**src/hdl/bsat_pkg.sv**
```systemverilog
// Shared constants for the Bezier split block.
`timescale 1ns / 1ps

package bsat_pkg;

  localparam int COORD_WIDTH_DEF = 32;
  localparam int T_FRAC_BITS_DEF = 16;

  localparam int IDX_W = 3;

  // command codes
  localparam logic CMD_QUAD  = 1'b0;
  localparam logic CMD_CUBIC = 1'b1;

  // index of the final point of each sequence
  localparam logic [IDX_W-1:0] LAST_QUAD  = 3'd4;
  localparam logic [IDX_W-1:0] LAST_CUBIC = 3'd6;

endpackage

```
**src/hdl/bsat_lerp.sv**
```systemverilog
// One interpolation lane: r = p + floor((q - p) * t / 2^T_FRAC_BITS), two stages.
`timescale 1ns / 1ps

module bsat_lerp #(
  parameter int COORD_WIDTH = bsat_pkg::COORD_WIDTH_DEF,
  parameter int T_FRAC_BITS = bsat_pkg::T_FRAC_BITS_DEF
) (
  input  logic                   clk,
  input  logic                   en,
  input  logic [COORD_WIDTH-1:0] p,
  input  logic [COORD_WIDTH-1:0] q,
  input  logic [T_FRAC_BITS:0]   t,
  output logic [COORD_WIDTH-1:0] r
);

  localparam int PRW = COORD_WIDTH + T_FRAC_BITS + 3;

  logic signed [COORD_WIDTH:0]   diff;
  logic signed [T_FRAC_BITS+1:0] t_s;
  logic signed [PRW-1:0]         prod;
  logic signed [PRW-1:0]         prod1;
  logic        [COORD_WIDTH-1:0] p1;

  assign diff = $signed({q[COORD_WIDTH-1], q}) - $signed({p[COORD_WIDTH-1], p});
  assign t_s  = $signed({1'b0, t});
  assign prod = diff * t_s;

  always_ff @(posedge clk) begin
    if (en) begin
      prod1 <= prod;
      p1    <= p;
      // arithmetic shift is the floor; the sum stays in range since t <= 1
      r     <= p1 + prod1[T_FRAC_BITS +: COORD_WIDTH];
    end
  end

endmodule

```
**config.mk**
```make
export PLATFORM = sky130hd
export DESIGN_NAME = bsat_lerp
export DESIGN_NICKNAME = d
export VERILOG_FILES = /design/src/hdl/bsat_pkg.sv /design/src/hdl/bsat_lerp.sv
export SDC_FILE = /design/constraint.sdc
export NUM_CORES = 2
export LEC_CHECK = 0
export ABC_AREA = 1
export BUFFER_PORTS_ARGS = -buffer_cell sky130_fd_sc_hd__buf_2
export CORE_MARGIN = 4
export CORE_UTILIZATION = 50
export DETAILED_ROUTE_END_ITERATION = 7
export MAX_ROUTING_LAYER = met4
export PLACE_DENSITY = 0.75
export SLEW_MARGIN = 20
export SYNTH_ARGS = -nofsm -noshare
export SYNTH_HDL_FRONTEND = slang
export SYNTH_SLANG_ARGS = --single-unit
export TNS_END_PERCENT = 50
```
**constraint.sdc**
```tcl
create_clock -name clk -period 12.1 [get_ports clk]
set_input_delay 0.605 -clock clk [delete_from_list [all_inputs] [get_ports clk]]
set_output_delay 0.605 -clock clk [all_outputs]
set_load 0.02 [all_outputs]
```
# Yosys cells after proc, flatten, opt, wreduce, memory -nomap -nowiden
# Index checks and enable logic that the tools add are counted.
word_totals:
  register_bits: 112
  inputBits: 83
  output_inout_bits: 32
  word_cells: 6
classes:
  n_addsub: 2
  n_mul: 1
op_table:
  columns: ["op", "n"]
  rows:
  - ["$mul A33 B18 Y48", 1]
  - ["$sub A32 B32 Y33", 1]
  - ["$add A32 B32 Y32", 1]

# Longest topological paths before layout
logic_depth:
  word_depth: 2
  mapped_depth: 41

# Worst setup path before layout
# Ideal clock, no wire load.
synth_path:
  kind: "input to register"
  start: "in q[0]"
  end: "reg prod1[46] (data pin)"
  arrival_time_ps: 7032
  t_required_ps: 11841
  setup_slack_ps: 4810
  stages: 35
  n_path_buf: 1
  path_cell_list: "inv_1 > ha_1 > fa_1 > inv_1 > nand2_1 > nand2_1 > nand3_1 > nand2_1 > nand2_1 > nand2_2 > nand2_1 > nand3_1 > nand2_1 > buf_2 > nor2_1 > inv_1 > fa_1 > inv_1 > fa_1 > fa_1 > fa_1 > fa_1 > inv_1 > fa_1 > inv_1 > ha_1 > nand2_1 > nor2_1 > inv_1 > nor4_1 > nand3_1 > nand3_1 > nand2_1 > nand3_1 > xor2_1"
synth_between:
  elab_chain_cells: 2
synth_lines:
  columns: ["element", "line", "source"]
  rows:
  - ["from (decl)", "bsat_lerp.sv:11", "input logic [COORD_WIDTH-1:0] q,"]
  - ["$sub A32 B32 Y33", "bsat_lerp.sv:24", "assign diff = $signed({q[COORD_WIDTH-1], q}) - $signed({p[COORD_WIDTH-1], p});"]
  - ["$mul A33 B18 Y48", "bsat_lerp.sv:26", "assign prod = diff * t_s;"]
  - ["via prod[46]", "bsat_lerp.sv:20", "logic signed [PRW-1:0] prod;"]
  - ["to (signal assigned)", "bsat_lerp.sv:30", "prod1 <= prod;"]
  - ["to (decl)", "bsat_lerp.sv:21", "logic signed [PRW-1:0] prod1;"]
# The timed path passes the listed nets, and every way through them passes these cells.
# A chain may end at the register's enable or synchronous reset.

# Final worst setup path
layout_path:
  start: "in p[0]"
  end: "reg prod1[46] (data pin)"
layout_between:
  elab_chain_cells: 2
layout_lines:
  columns: ["element", "line", "source"]
  rows:
  - ["from (decl)", "bsat_lerp.sv:10", "input logic [COORD_WIDTH-1:0] p,"]
  - ["$sub A32 B32 Y33", "bsat_lerp.sv:24", null]
  - ["$mul A33 B18 Y48", "bsat_lerp.sv:26", null]
  - ["via prod[46]", "bsat_lerp.sv:20", null]
# The timed path passes the listed nets, and every way through them passes these cells.

==> flow_summary.json <==
{
  "outcome": "complete, no violations",
  "layout_common_cells": "816 x inv_1, 530 x nand2_1, 516 x fa_1",
  "io_pins": 115,
  "cts_buffers": 9,
  "cpPeakStageDelay_ns": 0.55,
  "final_common_cell": "inv_1",
  "port_buffers": 114,
  "critPathCaptureType": "flop",
  "drtIter0Drc": 1880,
  "yosysUniqueCellTypes": 44,
  "ys_seq_area_share_pct": 11.3,
  "tightest_slew_ns": 1.18,
  "period_minus_slack_ns": 8.79,
  "endpoint": "prod1[46]$_DFFE_PP_",
  "tns_ns": 0,
  "route.detailed.drc": 0,
  "post_cts_buffers": 0,
  "hold_buffers": 0,
  "dieArea_um2": 54600,
  "synth_area_um2": 25500,
  "hp-class": "in2reg",
  "synthToLayoutAreaGrowth_pct": 6.21,
  "core_area_um2": 50300,
  "r2r_cells": 11,
  "via_per_inst": 5.38,
  "chipHeight_um": 234,
  "root_buffer": "clkbuf_16",
  "finalHoldViolCount": 0,
  "htree_levels": 3,
  "cts_tree": "yes",
  "ant_nets": 0,
  "post_drt_wl_per_cell_um": 19.3,
  "drv_cap": 0,
  "diodes": 0,
  "finalSetupViolations": 0,
  "ys_warn_count": 0,
  "ys_ff_latch": 96,
  "fill_cells": 4660,
  "start_kind": "input port",
  "final_net_count": 3981,
  "clkSinkCount": 96,
  "grt_pass1_vias": 21500,
  "crit_required_ns": 12.30,
  "drive_above_1_share_pct": 6.13,
  "clkTransAtPathRegs_ns": 0.08,
  "grt_max_degree": 86,
  "syn_nets": 3913,
  "avgSynthCellArea_um2": 8.11,
  "critPathMostFrequentCell": "nand2_1",
  "antenna_found_initial": 0,
  "slew_headroom_pct": 21.0,
  "dr.pass1.iters": 7,
  "worst-setup-path-type": "in2reg",
  "cp-startpoint": "p[0]",
  "dr_total_vias": 20900,
  "start_util_pct": 50.7,
  "cpMaxStageDelayCell": "fa_1",
  "clk-insertion-delay-late_ns": 0.36,
  "drv_slew": 0,
  "syn_inst": 3141,
  "crit_arrival_ns": 8.99,
  "path_max_fanout": 10,
  "gp_congestion": 1.05,
  "wl_um": 75000,
  "cts_resized": 0,
  "rrSetupSlack_ns": 9.05,
  "grt_setup_unrepaired": "false",
  "r2r-end": "r[31]$_DFFE_PP_",
  "hpwl_um": 63000,
  "grt_pass1_wl_um": 118000,
  "finalCritPeriodShare_pct": 72.6,
  "fin_skew_ns": 0.00805,
  "grt_overflow": 0,
  "track_usage_pct": 28.8,
  "max_freq_mhz": 114,
  "die_w_um": 234,
  "reg2reg_from": "p1[2]$_DFFE_PP_",
  "fp-row-count": 82,
  "clockBufferDepth": 2
}
## worst min-delay path by stage
| stage | startpoint | end | slack (ns) | cells after the start |
|---|---|---|---|---|
| global route | p[30] | p1[30]$_DFFE_PP_ | 0.42 | 1 |
| CTS | p[27] | p1[27]$_DFFE_PP_ | 0.41 | 1 |
| floorplan | p1[0]$_DFFE_PP_ | r[0]$_DFFE_PP_ | 0.51 | 1 |
| global placement | p1[0]$_DFFE_PP_ | r[0]$_DFFE_PP_ | 0.52 | 1 |
| detailed placement | p1[0]$_DFFE_PP_ | r[0]$_DFFE_PP_ | 0.53 | 1 |
| finish | p[27] | p1[27]$_DFFE_PP_ | 0.43 | 1 |
## through the flow
| stage | instance area [µm²] | setup WS (ns) | cells | hold WS [ns] | util [%] |
|---|---|---|---|---|---|
| global placement | 26700 | 3.03 | 3870 | 0.519 | 53.2 |
| global route | 27100 | 3.02 | 3886 | 0.418 | 53.8 |
| finish | 27100 | 3.31 | 3886 | 0.427 | 53.8 |
| floorplan | 25500 | 4.81 | 3141 | 0.513 | - |
| CTS | 27100 | 3.44 | 3886 | 0.414 | 53.8 |
| detailed placement | 26700 | 3.09 | 3870 | 0.529 | 53.2 |
## registers in the layout (all words and copies together), names as in the netlist
name   cells
prod1     32
p1        32
r         32
## cells by family after synthesis
| kind of cell | share of synthesized area, % |
|---|---|
| buffers and inverters | 13.3 |
| DFF | 11.3 |
| and+or+nand+nor | 17.8 |
| xor gates and xnor gates | 2.90 |
| adders and majority gates | 49.0 |
| AOI/OAI and AO/OA | 5.61 |
## area by class of cell
| cell class | instances | area, µm² | share of cell area, % |
|---|---|---|---|
| Multi-Input combinational cell | 2145 | 19200 | 71.0 |
| Tap cell | 672 | 841 | 3.11 |
| Clock inverter | 7 | 100 | 0.370 |
| Inverter | 824 | 3090 | 11.4 |
| Timing Repair Buffer | 133 | 716 | 2.64 |
| Sequential cell | 96 | 2880 | 10.7 |
| Clock buffer | 9 | 225 | 0.832 |
## layer usage
layer	track usage, %	share of wire [%]	up-vias
li1	-	-	9408
met1	37.1	40	10200
met2	46.9	47	1076
met3	4.31	8.9	208
met4	10.3	4.5	0
met5	-	0	-
## worst max-delay path: cells and delay by family
family	cells	cell delay, ns
XOR/XNOR	1	0.18
AO/OA/AOI/OAI	2	0.76
adder cells (fa/ha/maj)	9	4.06
buffers and inverters	7	0.76
AND/OR/NAND/NOR	16	2.61
## Yosys cell counts, drive strengths merged
master   number  share of area, %
nand3        90               1.8
a31oi        14              0.34
and2          2             0.049
nor4          5              0.12
o31a          1             0.034
buf          16              0.32
edfxtp       96                11
nor2        420               6.2
o211ai        3             0.088
clkbuf       60              0.88
clkinv        5             0.074
a211oi        5              0.15
nor3b         1             0.029
o21bai       11              0.34
o21ai        67               1.3
a31o          1             0.034
and3          3             0.074
fa          516                41
nor3         23              0.45
o2111ai       1             0.034
nand2       532               7.9
a221oi        3              0.10
inv         819                12
a21o         18              0.53
xnor2        34               1.3
or2          40              0.98
nand3b        3             0.088
xor2         46               1.6
a21boi        7              0.21
ha          173               8.5
nand4         7              0.17
o21a          7              0.21
a21oi       112               2.2
Power is left out: the tool's default activity adds up to more than one toggle a clock period on the data nets, which glitch-free logic cannot reach.
